--- src/hdl/deq_pkg.sv ---
// deq_pkg: operation codes, address selects and the command/status structs
// shared by the deque controller, the datapath and the top level
// no dependencies

package deq_pkg;

  localparam int unsigned FuncWidth = 3;

  localparam logic [FuncWidth-1:0] FUNC_PUSH_FRONT = 3'd0;
  localparam logic [FuncWidth-1:0] FUNC_PUSH_BACK  = 3'd1;
  localparam logic [FuncWidth-1:0] FUNC_POP_FRONT  = 3'd2;
  localparam logic [FuncWidth-1:0] FUNC_POP_BACK   = 3'd3;
  localparam logic [FuncWidth-1:0] FUNC_PEEK_FRONT = 3'd4;
  localparam logic [FuncWidth-1:0] FUNC_PEEK_BACK  = 3'd5;
  localparam logic [FuncWidth-1:0] FUNC_CLEAR      = 3'd6;

  // which ring slot the store port touches
  typedef enum logic [1:0] {
    ADDR_FRONT     = 2'd0,
    ADDR_FRONT_NEW = 2'd1,
    ADDR_BACK      = 2'd2,
    ADDR_BACK_LAST = 2'd3
  } addr_sel_e;

  typedef struct packed {
    logic      load;
    logic      exec;
    logic      mem_we;
    logic      mem_re;
    addr_sel_e addr_sel;
    logic      head_dec;
    logic      head_inc;
    logic      cnt_inc;
    logic      cnt_dec;
    logic      cnt_clr;
    logic      ok;
  } deq_cmd_t;

  typedef struct packed {
    logic [FuncWidth-1:0] func;
    logic                 empty;
    logic                 full;
  } deq_stat_t;

endpackage

--- src/hdl/double_ended_queue_unit.sv ---
// double_ended_queue_unit: top level of the fixed-capacity deque
// depends on deq_pkg, deq_ctrl and deq_dpath
//
// usage:
//   an item (func_i, push_value_i) is taken at a rising edge where start
//   is high and busy is low. func_i picks push front/back, pop front/back,
//   peek front/back or clear; push_value_i only matters for pushes.
//   every item gives one result: ok_o, read_value_o, count_o, empty_res_o,
//   valid for exactly the one cycle in which done_o is high.
// sequence:
//   busy is high in the cycle after acceptance, while the single port of the
//   ring store is written or read and the head and count update; the result
//   shows in the cycle after that, while done_o is high.
//   the next item can be taken in the cycle the result is shown, but not
//   while busy is high.
// reset:
//   rst_ni clears head index and entry count, the deque comes up empty.
//   store contents are not cleared; only live entries are ever read.
// the receiver cannot stall: each result is taken in its done_o cycle.

module double_ended_queue_unit #(
  parameter int unsigned DEPTH       = 16,
  parameter int unsigned VALUE_WIDTH = 32
) (
  input  logic                          clk_i,
  input  logic                          rst_ni,
  input  logic                          start,
  output logic                          busy,
  input  logic [deq_pkg::FuncWidth-1:0] func_i,
  input  logic [VALUE_WIDTH-1:0]        push_value_i,
  output logic                          done_o,
  output logic                          ok_o,
  output logic [VALUE_WIDTH-1:0]        read_value_o,
  output logic [$clog2(DEPTH+1)-1:0]    count_o,
  output logic                          empty_res_o
);

  deq_pkg::deq_cmd_t  cmd;
  deq_pkg::deq_stat_t stat;

  deq_ctrl u_ctrl (
    .clk_i   (clk_i),
    .rst_ni  (rst_ni),
    .start_i (start),
    .stat_i  (stat),
    .cmd_o   (cmd),
    .busy_o  (busy),
    .done_o  (done_o)
  );

  deq_dpath #(
    .DEPTH       (DEPTH),
    .VALUE_WIDTH (VALUE_WIDTH),
    .CW          ($clog2(DEPTH + 1))
  ) u_dpath (
    .clk_i        (clk_i),
    .rst_ni       (rst_ni),
    .cmd_i        (cmd),
    .func_i       (func_i),
    .push_value_i (push_value_i),
    .stat_o       (stat),
    .ok_o         (ok_o),
    .read_value_o (read_value_o),
    .count_o      (count_o),
    .empty_res_o  (empty_res_o)
  );

endmodule

--- src/hdl/deq_ctrl.sv ---
// deq_ctrl: sequencing state machine of the deque, decodes the latched
// operation into datapath commands
// depends on deq_pkg

module deq_ctrl (
  input  logic              clk_i,
  input  logic              rst_ni,
  input  logic              start_i,
  input  deq_pkg::deq_stat_t stat_i,
  output deq_pkg::deq_cmd_t  cmd_o,
  output logic              busy_o,
  output logic              done_o
);

  localparam logic [1:0] StIdle = 2'd0;
  localparam logic [1:0] StExec = 2'd1;
  localparam logic [1:0] StResp = 2'd2;

  logic [1:0] state_q, state_d;

  always_ff @(posedge clk_i or negedge rst_ni) begin
    if (!rst_ni) begin
      state_q <= StIdle;
    end else begin
      state_q <= state_d;
    end
  end

  always_comb begin
    case (state_q)
      StIdle:  state_d = start_i ? StExec : StIdle;
      StExec:  state_d = StResp;
      StResp:  state_d = start_i ? StExec : StIdle;
      default: state_d = StIdle;
    endcase
  end

  assign busy_o = (state_q == StExec);
  assign done_o = (state_q == StResp);

  always_comb begin
    cmd_o          = '0;
    cmd_o.addr_sel = deq_pkg::ADDR_FRONT;
    // a new item can be taken while the previous result is shown
    cmd_o.load     = start_i && (state_q != StExec);
    cmd_o.exec     = (state_q == StExec);
    if (state_q == StExec) begin
      case (stat_i.func)
        deq_pkg::FUNC_PUSH_FRONT: begin
          if (!stat_i.full) begin
            cmd_o.mem_we   = 1'b1;
            cmd_o.addr_sel = deq_pkg::ADDR_FRONT_NEW;
            cmd_o.head_dec = 1'b1;
            cmd_o.cnt_inc  = 1'b1;
            cmd_o.ok       = 1'b1;
          end
        end
        deq_pkg::FUNC_PUSH_BACK: begin
          if (!stat_i.full) begin
            cmd_o.mem_we   = 1'b1;
            cmd_o.addr_sel = deq_pkg::ADDR_BACK;
            cmd_o.cnt_inc  = 1'b1;
            cmd_o.ok       = 1'b1;
          end
        end
        deq_pkg::FUNC_POP_FRONT: begin
          if (!stat_i.empty) begin
            cmd_o.mem_re   = 1'b1;
            cmd_o.head_inc = 1'b1;
            cmd_o.cnt_dec  = 1'b1;
            cmd_o.ok       = 1'b1;
          end
        end
        deq_pkg::FUNC_POP_BACK: begin
          if (!stat_i.empty) begin
            cmd_o.mem_re   = 1'b1;
            cmd_o.addr_sel = deq_pkg::ADDR_BACK_LAST;
            cmd_o.cnt_dec  = 1'b1;
            cmd_o.ok       = 1'b1;
          end
        end
        deq_pkg::FUNC_PEEK_FRONT: begin
          if (!stat_i.empty) begin
            cmd_o.mem_re = 1'b1;
            cmd_o.ok     = 1'b1;
          end
        end
        deq_pkg::FUNC_PEEK_BACK: begin
          if (!stat_i.empty) begin
            cmd_o.mem_re   = 1'b1;
            cmd_o.addr_sel = deq_pkg::ADDR_BACK_LAST;
            cmd_o.ok       = 1'b1;
          end
        end
        deq_pkg::FUNC_CLEAR: begin
          cmd_o.cnt_clr = 1'b1;
          cmd_o.ok      = 1'b1;
        end
        default: begin
          cmd_o.ok = 1'b0;
        end
      endcase
    end
  end

endmodule

--- src/hdl/deq_dpath.sv ---
// deq_dpath: ring store, head index, entry count and result registers
// of the deque; driven by commands from deq_ctrl
// depends on deq_pkg

module deq_dpath #(
  parameter int unsigned DEPTH       = 16,
  parameter int unsigned VALUE_WIDTH = 32,
  parameter int unsigned CW          = $clog2(DEPTH + 1)
) (
  input  logic                             clk_i,
  input  logic                             rst_ni,
  input  deq_pkg::deq_cmd_t                cmd_i,
  input  logic [deq_pkg::FuncWidth-1:0]    func_i,
  input  logic [VALUE_WIDTH-1:0]           push_value_i,
  output deq_pkg::deq_stat_t               stat_o,
  output logic                             ok_o,
  output logic [VALUE_WIDTH-1:0]           read_value_o,
  output logic [CW-1:0]                    count_o,
  output logic                             empty_res_o
);

  localparam int unsigned AW = (DEPTH > 1) ? $clog2(DEPTH) : 1;
  localparam int unsigned SW = AW + 1;

  logic [deq_pkg::FuncWidth-1:0] func_q;
  logic [VALUE_WIDTH-1:0]        value_q;
  logic [AW-1:0]                 head_q, head_d;
  logic [CW-1:0]                 cnt_q, cnt_d;
  logic                          ok_q;
  logic                          rd_sel_q;
  logic [VALUE_WIDTH-1:0]        rd_data_q;
  logic [VALUE_WIDTH-1:0]        mem [DEPTH];

  logic [SW-1:0] back_sum, last_sum;
  logic [AW-1:0] back_idx, last_idx, head_prev, head_next, addr;

  always_ff @(posedge clk_i) begin
    if (cmd_i.load) begin
      func_q  <= func_i;
      value_q <= push_value_i;
    end
  end

  // ring index arithmetic, DEPTH need not be a power of two
  assign back_sum  = SW'(head_q) + SW'(cnt_q);
  assign last_sum  = back_sum - SW'(1);
  assign back_idx  = (back_sum >= SW'(DEPTH)) ? AW'(back_sum - SW'(DEPTH)) : AW'(back_sum);
  assign last_idx  = (last_sum >= SW'(DEPTH)) ? AW'(last_sum - SW'(DEPTH)) : AW'(last_sum);
  assign head_prev = (head_q == '0) ? AW'(DEPTH - 1) : head_q - AW'(1);
  assign head_next = (head_q == AW'(DEPTH - 1)) ? '0 : head_q + AW'(1);

  always_comb begin
    case (cmd_i.addr_sel)
      deq_pkg::ADDR_FRONT:     addr = head_q;
      deq_pkg::ADDR_FRONT_NEW: addr = head_prev;
      deq_pkg::ADDR_BACK:      addr = back_idx;
      deq_pkg::ADDR_BACK_LAST: addr = last_idx;
      default:                 addr = head_q;
    endcase
  end

  always_comb begin
    head_d = head_q;
    if (cmd_i.head_dec) begin
      head_d = head_prev;
    end else if (cmd_i.head_inc) begin
      head_d = head_next;
    end
    cnt_d = cnt_q;
    if (cmd_i.cnt_clr) begin
      cnt_d = '0;
    end else if (cmd_i.cnt_inc) begin
      cnt_d = cnt_q + CW'(1);
    end else if (cmd_i.cnt_dec) begin
      cnt_d = cnt_q - CW'(1);
    end
  end

  always_ff @(posedge clk_i or negedge rst_ni) begin
    if (!rst_ni) begin
      head_q   <= '0;
      cnt_q    <= '0;
      ok_q     <= 1'b0;
      rd_sel_q <= 1'b0;
    end else begin
      head_q <= head_d;
      cnt_q  <= cnt_d;
      if (cmd_i.exec) begin
        ok_q     <= cmd_i.ok;
        rd_sel_q <= cmd_i.mem_re;
      end
    end
  end

  always_ff @(posedge clk_i) begin
    if (cmd_i.mem_we) begin
      mem[addr] <= value_q;
    end
    if (cmd_i.mem_re) begin
      rd_data_q <= mem[addr];
    end
  end

  assign stat_o.func  = func_q;
  assign stat_o.empty = (cnt_q == '0);
  assign stat_o.full  = (cnt_q == CW'(DEPTH));

  assign ok_o         = ok_q;
  assign read_value_o = rd_sel_q ? rd_data_q : '0;
  assign count_o      = cnt_q;
  assign empty_res_o  = (cnt_q == '0);

endmodule

--- config.mk ---
export PLATFORM = sky130hd
export DESIGN_NAME = double_ended_queue_unit
export DESIGN_NICKNAME = d
export VERILOG_FILES = /design/src/hdl/deq_pkg.sv /design/src/hdl/double_ended_queue_unit.sv /design/src/hdl/deq_ctrl.sv /design/src/hdl/deq_dpath.sv
export SDC_FILE = /design/constraint.sdc
export NUM_CORES = 1
export LEC_CHECK = 0
export BUFFER_PORTS_ARGS = -buffer_cell sky130_fd_sc_hd__buf_4
export CAP_MARGIN = 20
export CORE_UTILIZATION = 40
export CTS_BUF_LIST = sky130_fd_sc_hd__clkbuf_16
export DETAILED_ROUTE_END_ITERATION = 10
export GPL_TIMING_DRIVEN = 0
export PLACE_DENSITY = 0.53
export RECOVER_POWER = 25
export SLEW_MARGIN = 10
export SYNTH_ARGS = -nofsm -noshare
export SYNTH_HDL_FRONTEND = slang
export SYNTH_HIERARCHICAL = 1
export SYNTH_SLANG_ARGS = --single-unit
--- constraint.sdc ---
create_clock -name clk_i -period 12.2 [get_ports clk_i]
set_input_delay 1.83 -clock clk_i [delete_from_list [all_inputs] [get_ports clk_i]]
set_output_delay 1.83 -clock clk_i [all_outputs]
set_load 0.02 [all_outputs]
==> impl_metrics.json <==
{
  "vias_in_the_first_global_route": 13600,
  "number_of_cells_on_the_worst_hold_path": 1,
  "power.ir.vdd_worst_mv": 0.172,
  "synth_ff_type": "sky130_fd_sc_hd__edfxtp_1",
  "std_cell_rows": 87,
  "slack_of_the_critical_path_ns": 6.65,
  "cts.htree.levels": 2,
  "rsz0062_at_grt": "no",
  "chipHeight_um": 243,
  "core_area_um2": 56800,
  "max_slew_margin": 0.234,
  "ys.warnings.count": 6,
  "cts.hold.buffers_added": 0,
  "netlist_area_um2": 23200,
  "synth_seq_cells": 592,
  "largest_buffer_count_on_any_clock_path": 3,
  "max_clock_freq_mhz": 180,
  "post_layout_nonfiller_instances": 2387,
  "worstPathMaxFanout": 17,
  "vias": 13500,
  "start_kind": "register",
  "drt-total-wl_um": 60600,
  "ctsResizeCount": 0,
  "data_arrival_at_the_endpoint_of_the_critical_path_ns": 5.87,
  "power.total_mw": 6.44,
  "initial_utilization": 0.409,
  "timing_hold_violations_final": 0,
  "fin_nets": 1635,
  "setup_total_negative_slack_ns": 0,
  "fin_crit_sh": 0.455,
  "clkLatencyLatePin_ns": 0.63,
  "run_status": "finished clean",
  "r2r_cells": 15,
  "tritoncts.num_buffers": 60,
  "postCtsSetupBuffers": 0,
  "synth_fp_nets": 1473,
  "grtUsageTotal": 0.206,
  "max_slew.worst_pin.slew_ns": 1.15,
  "maximum_number_of_pins_on_one_net_before_global_route_repair": 23,
  "area_growth_from_synthesis_to_layout_pct": 17.5,
  "grt_antenna_before_repair": 0,
  "filler_cell_count": 4927,
  "hold_class": "reg2reg",
  "synth_async_sr_flop_share": 0.0220,
  "worst-endpoint-required_ns": 12.52,
  "die_area_um2": 59000,
  "postSynthAreaPerCell_um2": 16.3,
  "detail_route.first_pass.iterations": 5,
  "worst_clock_skew_ns": 0.0282,
  "max_slew_violations": 0,
  "cts_tree": "built",
  "number_of_flops_mapped_to_enable_cells_by_yosys": 579,
  "seq_total_area_yosys": 0.763,
  "crit_slowest_cell": "sky130_fd_sc_hd__nor2_4",
  "detailedPlacementHpwl_um": 39300,
  "drt_first_iter_violations": 1084,
  "final.min_clock_period_ns": 5.55,
  "gp_routability_congestion": 0.778,
  "post_synth_inst_count": 1424,
  "crit_path_end_kind": "register",
  "postRouteAntennaNets": 0,
  "slowest_delay_ns": 0.73,
  "worst_setup_hold_path_clk_slew_ns": 0.06,
  "remaining_drc_errors": 0,
  "route.detailed.wl_per_inst_um": 25.4,
  "worstPathCellList": "nor4_1 -> nor2b_1 -> buf_4 -> mux2_4 -> o32ai_2 -> buf_2 -> mux2i_1 -> or2_1 -> and2_1 -> clkbuf_1 -> buf_2 -> clkbuf_1 -> nand3_1 -> nor2_4 -> buf_12",
  "cts_num_sinks": 592,
  "power_per_cell_area_nw_per_um2": 236,
  "power.static_leakage_nw": 9.17,
  "dpl.cell_count": 2279,
  "io_pins": 79,
  "vias_per_cell": 5.64,
  "timing.setup.critical_path_class": "reg2reg",
  "io_buffers": 78,
  "clockRootBuffer": "sky130_fd_sc_hd__clkbuf_16",
  "max_cap_violations": 0,
  "grt_overflow_total": 0,
  "finalSetupViolations": 0,
  "grt_pass1_wl_um": 90000,
  "antenna-diode-count": 0,
  "share_of_final_layout_standard_cells_stronger_than_drive_strength_1": 0.143,
  "synth.lib_cells_used.distinct": 56,
  "die_x_extent_um": 243,
  "dpl_worst_slack_ns": 6.62
}
-- power by group --
group / total, mW / internal, mW / switching (mW) / leakage [nW]
Sequential: 2.43 / 2.36 / 0.0648 / 5.39
Clock: 1.84 / 1.08 / 0.757 / 0.996
Combinational: 2.18 / 0.721 / 1.46 / 2.78
Total: 6.44 / 4.16 / 2.28 / 9.17
-- critical path, delay by kind of cell (launching register included) --
kind	cells	cell delay, ns
and+or+nand+nor	6	1.80
AOI/OAI and AO/OA	1	0.28
buffers and inverters	6	1.94
muxes	2	0.67
DFF	1	0.51
-- synthesized netlist by cell type, types with 3 or more instances --
master / number / share of area
sky130_fd_sc_hd__a21oi_1: 73 / 0.016
sky130_fd_sc_hd__nand2_1: 74 / 0.012
sky130_fd_sc_hd__mux2i_1: 68 / 0.029
sky130_fd_sc_hd__xor2_1: 4 / 0.0015
sky130_fd_sc_hd__o32a_1: 3 / 0.0013
sky130_fd_sc_hd__edfxtp_1: 579 / 0.75
sky130_fd_sc_hd__a221oi_1: 64 / 0.024
sky130_fd_sc_hd__a21o_1: 3 / 0.00097
sky130_fd_sc_hd__a211oi_1: 66 / 0.021
sky130_fd_sc_hd__inv_1: 11 / 0.0018
sky130_fd_sc_hd__mux2_2: 3 / 0.0015
sky130_fd_sc_hd__buf_4: 3 / 0.00097
sky130_fd_sc_hd__buf_6: 3 / 0.0015
sky130_fd_sc_hd__o22ai_1: 66 / 0.018
sky130_fd_sc_hd__buf_2: 13 / 0.0028
sky130_fd_sc_hd__or4_1: 32 / 0.010
sky130_fd_sc_hd__nand3_1: 4 / 0.00086
sky130_fd_sc_hd__ha_1: 9 / 0.0049
sky130_fd_sc_hd__xnor2_1: 6 / 0.0023
sky130_fd_sc_hd__dfrtp_1: 13 / 0.014
sky130_fd_sc_hd__and2_1: 36 / 0.0097
sky130_fd_sc_hd__clkbuf_1: 81 / 0.013
sky130_fd_sc_hd__and3_1: 65 / 0.018
sky130_fd_sc_hd__o21ai_0: 5 / 0.0011
sky130_fd_sc_hd__nor3b_1: 64 / 0.021
sky130_fd_sc_hd__nor2b_1: 10 / 0.0027
sky130_fd_sc_hd__nor2_1: 29 / 0.0047
-- metal layers --
| layer | vias to the layer above | track usage | wire, um |
|---|---|---|---|
| li1 | 6039 | - | - |
| met1 | 6923 | 0.287 | 26300 |
| met2 | 412 | 0.335 | 29300 |
| met3 | 82 | 0.0342 | 3780 |
| met4 | 0 | 0.0566 | 1230 |
| met5 | - | 0 | 0 |
-- placed cells by master, fill, tap and decap left out, types with 4 or more instances in the layout --
cell,count
sky130_fd_sc_hd__nand2_1,74
sky130_fd_sc_hd__o22ai_1,66
sky130_fd_sc_hd__a221oi_1,64
sky130_fd_sc_hd__o21ai_0,5
sky130_fd_sc_hd__a211oi_1,66
sky130_fd_sc_hd__nand3_1,4
sky130_fd_sc_hd__clkinv_2,10
sky130_fd_sc_hd__and3_1,65
sky130_fd_sc_hd__buf_2,13
sky130_fd_sc_hd__or4_1,32
sky130_fd_sc_hd__nor3b_1,64
sky130_fd_sc_hd__nor2_4,8
sky130_fd_sc_hd__clkbuf_16,62
sky130_fd_sc_hd__edfxtp_1,579
sky130_fd_sc_hd__ha_1,9
sky130_fd_sc_hd__xnor2_1,6
sky130_fd_sc_hd__clkbuf_1,81
sky130_fd_sc_hd__buf_12,9
sky130_fd_sc_hd__buf_16,8
sky130_fd_sc_hd__bufinv_16,8
sky130_fd_sc_hd__xor2_1,4
sky130_fd_sc_hd__a21oi_1,73
sky130_fd_sc_hd__nor2_1,21
sky130_fd_sc_hd__clkinv_1,16
sky130_fd_sc_hd__nor2b_4,8
sky130_fd_sc_hd__mux2i_1,68
sky130_fd_sc_hd__dfrtp_1,13
sky130_fd_sc_hd__buf_4,86
sky130_fd_sc_hd__and2_1,35
sky130_fd_sc_hd__inv_1,20
-- cell type report --
| type | count | area (um^2) | area share |
|---|---|---|---|
| clock buffers | 62 | 1550 | 0.0569 |
| repair buffers | 100 | 1020 | 0.0375 |
| plain buffers | 100 | 425 | 0.0156 |
| clock inverters | 45 | 408 | 0.0150 |
| inverters | 12 | 45.0 | 0.00165 |
| flip-flops and latches | 592 | 17700 | 0.650 |
| well taps | 756 | 946 | 0.0347 |
| multi-input cells | 720 | 5160 | 0.189 |
-- final timing paths --
kind	end	start	slack, ns
worst max register to register	u_dpath/mem[10][14]	u_dpath/count_o[1]	6.65
worst max-delay path	u_dpath/mem[10][14]	u_dpath/count_o[1]	6.65
worst min register to register	u_dpath/ok_o	u_dpath/ok_o	0.52
max in group asynchronous	u_ctrl/state_q[0]	rst_ni	10.96
min in group asynchronous	u_dpath/count_o[4]	rst_ni	1.06
worst min-delay path	u_dpath/ok_o	u_dpath/ok_o	0.52
-- kinds of logic (layout without fill, tap and decap cells) --
logic type | Yosys count | count (layout) | share of synthesized area
adders and majority gates | 11 | 11 | 0.00658
xor gates and xnor gates | 11 | 11 | 0.00480
muxes | 72 | 72 | 0.0314
and+or+nand+nor | 332 | 332 | 0.0852
DFF | 592 | 592 | 0.763
buffers and inverters | 112 | 319 | 0.0203
AOI/OAI and AO/OA | 294 | 294 | 0.0887
-- flip-flops by register name, indices dropped and copies added, names as in the netlist --
name and flops:
u_dpath/mem 512, u_dpath/rd_data_q 32, u_dpath/value_q 32, u_dpath/count_o 5
u_dpath/head_q 4, u_dpath/func_q 3, u_ctrl/state_q 2, u_dpath/ok_o 1
u_dpath/rd_sel_q 1
-- stage by stage --
step                hold slack [ns]  instance area, um^2   util
floorplan                     0.547                23200      -
global placement              0.498                24700  0.435
detailed placement            0.519                25300  0.445
CTS                           0.532                27300  0.480
global route                  0.534                27300  0.480
finish                        0.518                27300  0.480
Power figures use the tool's default switching activity.
